===== src/hdl/sgcq_ram.sv =====
// ----------------------------------------------------------------------------
// sgcq_ram: generic single write, single read RAM
// One write port, one read port with registered read data.
// ----------------------------------------------------------------------------
module sgcq_ram #(
   parameter int WIDTH = 8,
   parameter int DEPTH = 64
) (
   input  logic                     clock,
   input  logic                     we,
   input  logic [$clog2(DEPTH)-1:0] waddr,
   input  logic [WIDTH-1:0]         wdata,
   input  logic [$clog2(DEPTH)-1:0] raddr,
   output logic [WIDTH-1:0]         rdata
);

   logic [WIDTH-1:0] mem_ff [DEPTH];
   logic [WIDTH-1:0] rdata_ff;

   always_ff @(posedge clock) begin
      if (we) begin
         mem_ff[waddr] <= wdata;
      end
      rdata_ff <= mem_ff[raddr];
   end

   assign rdata = rdata_ff;

endmodule


===== config.mk =====
export PLATFORM = sky130hd
export DESIGN_NAME = sgcq_ram
export DESIGN_NICKNAME = d
export VERILOG_FILES = /design/src/hdl/sgcq_ram.sv
export SDC_FILE = /design/constraint.sdc
export NUM_CORES = 1
export LEC_CHECK = 0
export BUFFER_PORTS_ARGS = -buffer_cell sky130_fd_sc_hd__clkbuf_2
export CAP_MARGIN = 20
export CORE_ASPECT_RATIO = 0.9
export CORE_MARGIN = 2
export CORE_UTILIZATION = 47
export CTS_CLUSTER_DIAMETER = 60
export DETAILED_ROUTE_END_ITERATION = 16
export PLACE_DENSITY = 0.62
export SLEW_MARGIN = 20
export SYNTH_ARGS = -nofsm -noshare
export SYNTH_HDL_FRONTEND = slang
export SYNTH_SLANG_ARGS = --single-unit

===== constraint.sdc =====
create_clock -name clock -period 4.5 [get_ports clock]
set_input_delay 0.675 -clock clock [delete_from_list [all_inputs] [get_ports clock]]
set_output_delay 0.675 -clock clock [all_outputs]
set_load 0.02 [all_outputs]

# Yosys cells after proc, flatten, opt, wreduce, memory -nomap -nowiden
# Memories as Yosys holds them, arrays and structs flattened. A register that Yosys moved wholly into a read port is not among the register bits.
# Index checks and enable logic that the tools add are counted.
[word_totals]
regBits = 0
latch_bits = 0
ramBits = 512
romBits = 0
in_bits = 22
output_inout_bits = 8
wordCells = 3
memories = 1
[memory_table]
columns = ["name", "words", "word_bits", "rd", "rd_clocked_by_memory_dff", "wr", "line", "source"]
rows = [
  ["mem_ff", 64, 8, 1, 1, 1, "17", "logic [WIDTH-1:0] mem_ff [DEPTH];"],
]
[classes]
n_addsub = 0
mul = 0
div = 0
n_lt_le_gt_ge = 0
eq_ne = 0
shift = 0
n_mux = 2
bitwise_logic = 0
reduce_logical = 0
[op_table]
columns = ["op", "n"]
rows = [
  ["$mux W1", 2],
]

# Longest topological paths before layout
# Gate-level depths: netlist (run 1).
[logic_depth]
ltp_word = 2
mapped_depth = 9

# Least setup slack after synthesis (run 1)
# Ideal clock, no wire load.
[synth_timing]
path_type = "input port to flip-flop"
from = "input port raddr[1]"
to = "register rdata_ff[3], in the netlist rdata[3] (read register of mem_ff)"
arrival_ns = 2.215
required_time_ns = 4.372
slack_ns = 2.157
cell_stages = 7
n_path_buf = 3
path_cell_list = "buf_4 buf_2 buf_2 mux4_2 mux4_2 o21ai_1 o41ai_1"
[synth_rtl]
columns = ["element", "line", "source"]
rows = [
  ["start: declaration", "13", "input logic [$clog2(DEPTH)-1:0] raddr,"],
  ["end: declaration", "18", "logic [WIDTH-1:0] rdata_ff;"],
]

==> results.cfg, run 1 <==
[timing]
finalSetupViolations = 0
hold_viol = 0
setup_tns_ns = 0
tightest_slew_ns = 0.984
slew_headroom_pct = 34.1
slew_viol_final = 0
holdWs_ns = 0.599
layout_setup_ws_ns = 1.88
rsz0062_at_grt = false
max_freq_ghz = 0.381
finalCritPeriodShare_pct = 58.3
finalClockSkew_ns = 0.0120
min_period_ns = 2.62

[grt]
grt_use_total_pct = 20.4
grt_pass1_vias = 9719
grt_max_degree = 65
antenna_found_initial = 0
overflow = 0
grt_pass1_wl_um = 65800

[clock_tree]
h-tree-depth = 2
worstSkewPairLatency_ns = 0.60
cts_buffers = 54
cts_sinks = 520
clk_pin_slew_ns = 0.06
cts_tree = built
cts-resized-gates = 0
postCtsHoldBufs = 0
root_buffer = clkbuf_16
clk_path_buf_depth = 3
post_cts_buffers = 0

[yosys]
yosys_most_used_dff = edfxtp_1
async_flop_share_pct = 0
synth_cell_types = 40
ys_ff_latch = 520
synth_edf_count = 512
ys_seq_area_share_pct = 77.0
yosysWarnings = 0
syn_nets = 962
syn-cell-area_um2 = 20200
postSynthCellCount = 940
avgSynthCellArea_um2 = 21.5

[floorplan]
coreArea_um2 = 42100
row_count = 71
die_h_um = 201
fp.dieArea_um2 = 44600
io_pins = 30
initial_utilization_pct = 47.9
die_x_um = 222

[placement]
dp_hpwl_um = 25700
numPortBuffers = 29
place_inst = 1493
place_ws_ns = 1.19
gp_congestion = 0.774
placedInstanceArea_um2 = 20900

[setup_path]
start_kind = input pin
cp_num_buf_inv = 2
crit_type = input pin to flop
end_kind = flop
critPathTopFamily = buffers and inverters
cp_cell_sequence = clkbuf_8 -> buf_4 -> mux4_2 -> mux2_2 -> o221a_2 -> nor3_1 -> o32ai_1
max_stage_delay_ns = 0.52
critical_path.max_fanout = 44
required_ns = 4.96
cp.arrival_ns = 3.08
crit_slowest_cell = mux4_2

[cells_and_area]
fin_nets = 1024
drive_above_1_share_pct = 26.6
utilization_pct = 54.0
fin_cells = 1593
diodes = 0
final_cell_mix = edfxtp_1, mux4_2, nor2_1
layout-area-overhead-vs-synth_pct = 12.7
design_area_um2 = 22700
final_common_cell = edfxtp_1

[job]
cap_violations = 0

[power_and_ir_drop]
switching_power_mw = 2.14
pwr-share-seq_pct = 51.9
p_per_area_nw_per_um2 = 456
p_int_mw = 8.22
peakVddDrop_v = 0.000270
power_leakage_nw = 7.10
switching_share_pct = 20.6
clkPwrFrac_pct = 43.3
power_frac_comb_pct = 4.8
total_power_mw = 10.4

[routing]
vias = 9461
dr_wl_met2_um = 20700
routed-wl-met3_um = 2970
top_layer = met4
ant_nets = 0
drtPass1Iterations = 5
vias_per_cell = 5.94
drt_iter0_drc = 1051
routedWlPerCell_um = 27.7
wl_met1_um = 19300
wl_um = 44100
drc = 0

[worst_hold_path]
hold_path.class = input pin to flop

[run_status]
status = completed
worst register-to-register path, cell delays in order, from the launching register on:
cell and delay (ns):
edfxtp_1 0.36, mux4_2 0.50, mux4_2 0.46, nor2_1 0.27, nor3_1 0.17, o2bb2ai_1 0.18
cell families (layout without fill, tap and decap cells):
kind of cell / after synthesis / in the layout / share of synthesized area [%]
AOI/OAI and AO/OA: 54 / 54 / 2.07
and+or+nand+nor: 153 / 153 / 3.39
DFF: 520 / 520 / 77.0
buffers and inverters: 51 / 157 / 1.57
muxes: 162 / 162 / 15.9
power groups by stage:
stage	Clock [mW]	Combinational (mW)	Sequential (mW)
2_1_floorplan	0	0.286	5.48
4_1_cts	4.56	0.506	5.38
5_1_grt	4.74	0.535	5.38
6_report	4.49	0.497	5.38
3_5_place_dp	0	0.505	5.48
3_3_place_gp	0	0.499	5.48
metal layers:
metal / vias to the layer above / track usage, %
li1: 4058 / -
met1: 5000 / 30.4
met2: 332 / 30.8
met3: 71 / 3.16
met4: 0 / 7.33
met5: - / 0
flip-flops by register name, summed over array words and instances, names as in the netlist:
| signal | count |
|---|---|
| mem_ff | 512 |
| rdata | 8 |
worst paths after layout:
path / start / cells after the start / slack, ns / end
worst max register to register: mem_ff[7][1] / 5 / 2.42 / rdata[1]
worst min register to register: mem_ff[26][6] / 3 / 0.82 / rdata[6]
worst max-delay path: raddr[0] / 7 / 1.88 / rdata[6]
worst min-delay path: waddr[1] / 2 / 0.60 / mem_ff[49][2]
final cells by class:
class	instances	area, um2
Fill cell	3294	19400
Clock inverter	33	350
Clock buffer	67	1440
Tap cell	547	684
Sequential cell	520	15500
Multi-Input combinational cell	369	4320
Timing Repair Buffer	57	407
cells in the mapped netlist (3+ instances only):
library cell	number	share of area, %
a211oi_1	4	0.15
a21oi_1	3	0.074
a221oi_1	6	0.26
a22oi_1	3	0.11
buf_1	4	0.074
buf_2	11	0.27
buf_4	13	0.48
buf_6	4	0.22
clkbuf_1	17	0.32
dfxtp_1	8	0.79
edfxtp_1	512	76
mux2_2	13	0.73
mux2i_1	23	1.1
mux4_2	126	14
nand2_1	19	0.35
nand2b_1	7	0.22
nand3_1	13	0.32
nand3b_1	3	0.11
nor2_1	83	1.5
nor2b_1	14	0.43
nor3_1	7	0.17
o2111ai_1	3	0.13
o221ai_1	8	0.35
o22ai_1	8	0.25
o2bb2ai_1	3	0.13
(Power assumes the default switching activity.)
==> inputs of run 2 (changes only) <==
--- a/config.mk
+++ b/config.mk
@@ -5,6 +5,7 @@
 export SDC_FILE = /design/constraint.sdc
 export NUM_CORES = 1
 export LEC_CHECK = 0
+export ABC_AREA = 1
 export BUFFER_PORTS_ARGS = -buffer_cell sky130_fd_sc_hd__clkbuf_2
 export CAP_MARGIN = 20
 export CORE_ASPECT_RATIO = 0.9
==> constraint.sdc (replaced) <==
create_clock -name clock -period 2.49 [get_ports clock]
set_input_delay 0.3735 -clock clock [delete_from_list [all_inputs] [get_ports clock]]
set_output_delay 0.3735 -clock clock [all_outputs]
set_load 0.02 [all_outputs]
==> run 2 against run 1 <==
Effect of this change: flip-flop and latch count unchanged; synthesized cell count increased by 92%; hold slack got worse by 0.44 ns; design area up 6.3%; setup slack got worse by 1.1 ns; first-iteration DRC count rose by 47%; synthesized area grew 5.8%; routed wire length rose by 27%; core utilization decreased by 0.38 points; critical path depth fell by 6; power rose by 78%; via count up 50%; largest cell class unchanged; highest routed layer unchanged.
==> results.cfg, run 2 <==
[floorplan]
initial_utilization_pct = 47.3
coreArea_um2 = 45100
die_h_um = 206
row_count = 74
io_pins = 30
fp.dieArea_um2 = 47100
die_x_um = 229

[clock_tree]
cts_buffers = 52
cts_sinks = 520
cts_tree = built
post_cts_buffers = 0
h-tree-depth = 2
postCtsHoldBufs = 0
worstSkewPairLatency_ns = 0.61
clk_path_buf_depth = 3
cts-resized-gates = 0
root_buffer = clkbuf_16
clk_pin_slew_ns = 0.07

[placement]
numPortBuffers = 29
place_ws_ns = 0.414
gp_congestion = 0.894
place_inst = 2445
dp_hpwl_um = 33800

[yosys]
syn_nets = 1827
synth_top_area_share_pct = 72.0
yosysWarnings = 0
ys_seq_area_share_pct = 72.8
yosys_most_used_dff = edfxtp_1
synth_commonest_cells = nand2_1, edfxtp_1, nand3_1
postSynthCellCount = 1805
synth_edf_count = 512
synthTopCellsByArea = edfxtp_1, nand2_1, nand3_1
syn-cell-area_um2 = 21300
ys_ff_latch = 520
avgSynthCellArea_um2 = 11.8
synth_top_cell_by_area = edfxtp_1
async_flop_share_pct = 0
synth_cell_types = 16
synth_most_common_cell = nand2_1

[grt]
grt_max_degree = 96
antenna_found_initial = 0
grt_pass1_vias = 13600
overflow = 0
grt_pass1_wl_um = 84500
grt_use_total_pct = 24.0

[setup_path]
critPathTopFamily = flip-flops
cp_num_cells = 1
crit_type = flop to output port
startpoint = rdata[0]
start_kind = flop
cp_num_buf_inv = 1
cp.arrival_ns = 1.31
rr_startpoint = mem_ff[31][4]
required_ns = 2.12
cp_cell_sequence = clkbuf_2
critical_path.max_fanout = 1
end_kind = output port
crit_end = rdata[0]
reg2reg_slack_ns = 1.13
reg2reg_depth = 8
crit_slowest_cell = dfxtp_1
reg2reg_to = rdata[4]
max_stage_delay_ns = 0.47

[run_status]
status = completed

[timing]
rsz0062_at_grt = false
slew_headroom_pct = 60.0
setup_tns_ns = 0
finalCritPeriodShare_pct = 67.8
max_freq_ghz = 0.592
min_period_ns = 1.69
tightest_slew_ns = 0.600
finalClockSkew_ns = 0.0330
finalSetupViolations = 0
layout_setup_ws_ns = 0.802
hold_viol = 0
slew_viol_final = 0

[cells_and_area]
regMostFlops = mem_ff
n_fill_cell = 3854
drive_above_1_share_pct = 11.3
fin_cells = 2536
largest_reg_flops = 512
final_common_cell = nand2_1
layout-area-overhead-vs-synth_pct = 13.3
fin_nets = 1913
diodes = 0
final_cell_mix = nand2_1, edfxtp_1, nand3_1

[routing]
vias = 14200
drtPass1Iterations = 6
drt_iter0_drc = 1546
routedWlPerCell_um = 22.1
drc = 0
ant_nets = 0
vias_per_cell = 5.59
wl_um = 56000

[power_and_ir_drop]
power_leakage_nw = 8.84
p_per_area_nw_per_um2 = 762
peakVddDrop_v = 0.000629

[worst_hold_path]
hold_path.class = input pin to flop

[job]
cap_violations = 0
run 2: cell count changes in the layout (fill, tap and decap cells not counted), sizes merged, moves of 7 or more:
cell    previous run  this run
nand2             19       648
nand3             13       439
mux4             126         0
buf               30       117
nor2              83        56
mux2i             23         0
nor2b             14         0
mux2              13         0
inv                4        13
o221ai             8         0
o22ai              8         0
nand2b             7         0
nand4              2         9
nor3               7         0
run 2: per-stage QoR:
step	cell area [um2]	utilization (%)	hold WS, ns	power [mW]
2_1_floorplan	21300	-	0.472	10.6
3_3_place_gp	22600	50.1	0.781	11.1
3_5_place_dp	22600	50.1	0.780	11.1
4_1_cts	24200	53.6	0.135	18.5
5_1_grt	24200	53.6	0.197	19.0
6_report	24200	53.6	0.163	18.4
run 2: metal layers:
layer	vias up	track usage, %	share of wire [%]
met1	6959	34.2	43
met4	0	7.21	2.3
li1	6517	-	-
met5	-	0	0
met2	618	38.2	46
met3	88	3.85	8.6
run 2: kinds of logic (layout without fill, tap and decap cells):
kind of cell	after synthesis	count (layout)	share of synthesized area, %
and+or+nand+nor	1160	1160	23.2
DFF	520	520	72.8
buffers and inverters	125	248	4.02
run 2: how the worst min path moves through the flow:
stage                         from            to  depth (start not counted)
after floorplan           wdata[0]  mem_ff[0][0]                          0
after global placement    raddr[5]      rdata[4]                          3
after detailed placement  raddr[5]      rdata[4]                          3
after CTS                 raddr[5]      rdata[5]                          3
after global routing      raddr[5]      rdata[1]                          3
final                     raddr[5]      rdata[5]                          3
run 2: worst register-to-register path, cell delays in order (launching register included):
cell	delay (ns)
edfxtp_1	0.36
nand2_1	0.07
nand3_1	0.07
nand3_1	0.19
nand2_1	0.11
nand2_1	0.08
nand3_1	0.15
nand3_1	0.17
nand2_1	0.06
run 2: report_power, final:
part	internal (mW)	switching [mW]
Sequential	9.69	0.0381
Combinational	0.327	0.894
Clock	4.24	3.23
run 2: cell type report:
| cell class | count | area, um2 | share of cell area, % |
|---|---|---|---|
| Clock buffer | 67 | 1400 | 5.78 |
| Clock inverter | 24 | 203 | 0.839 |
| Inverter | 12 | 52.6 | 0.217 |
| Multi-Input combinational cell | 1160 | 4950 | 20.5 |
| Sequential cell | 520 | 15500 | 64.3 |
| Tap cell | 608 | 761 | 3.15 |
| Timing Repair Buffer | 145 | 1280 | 5.28 |
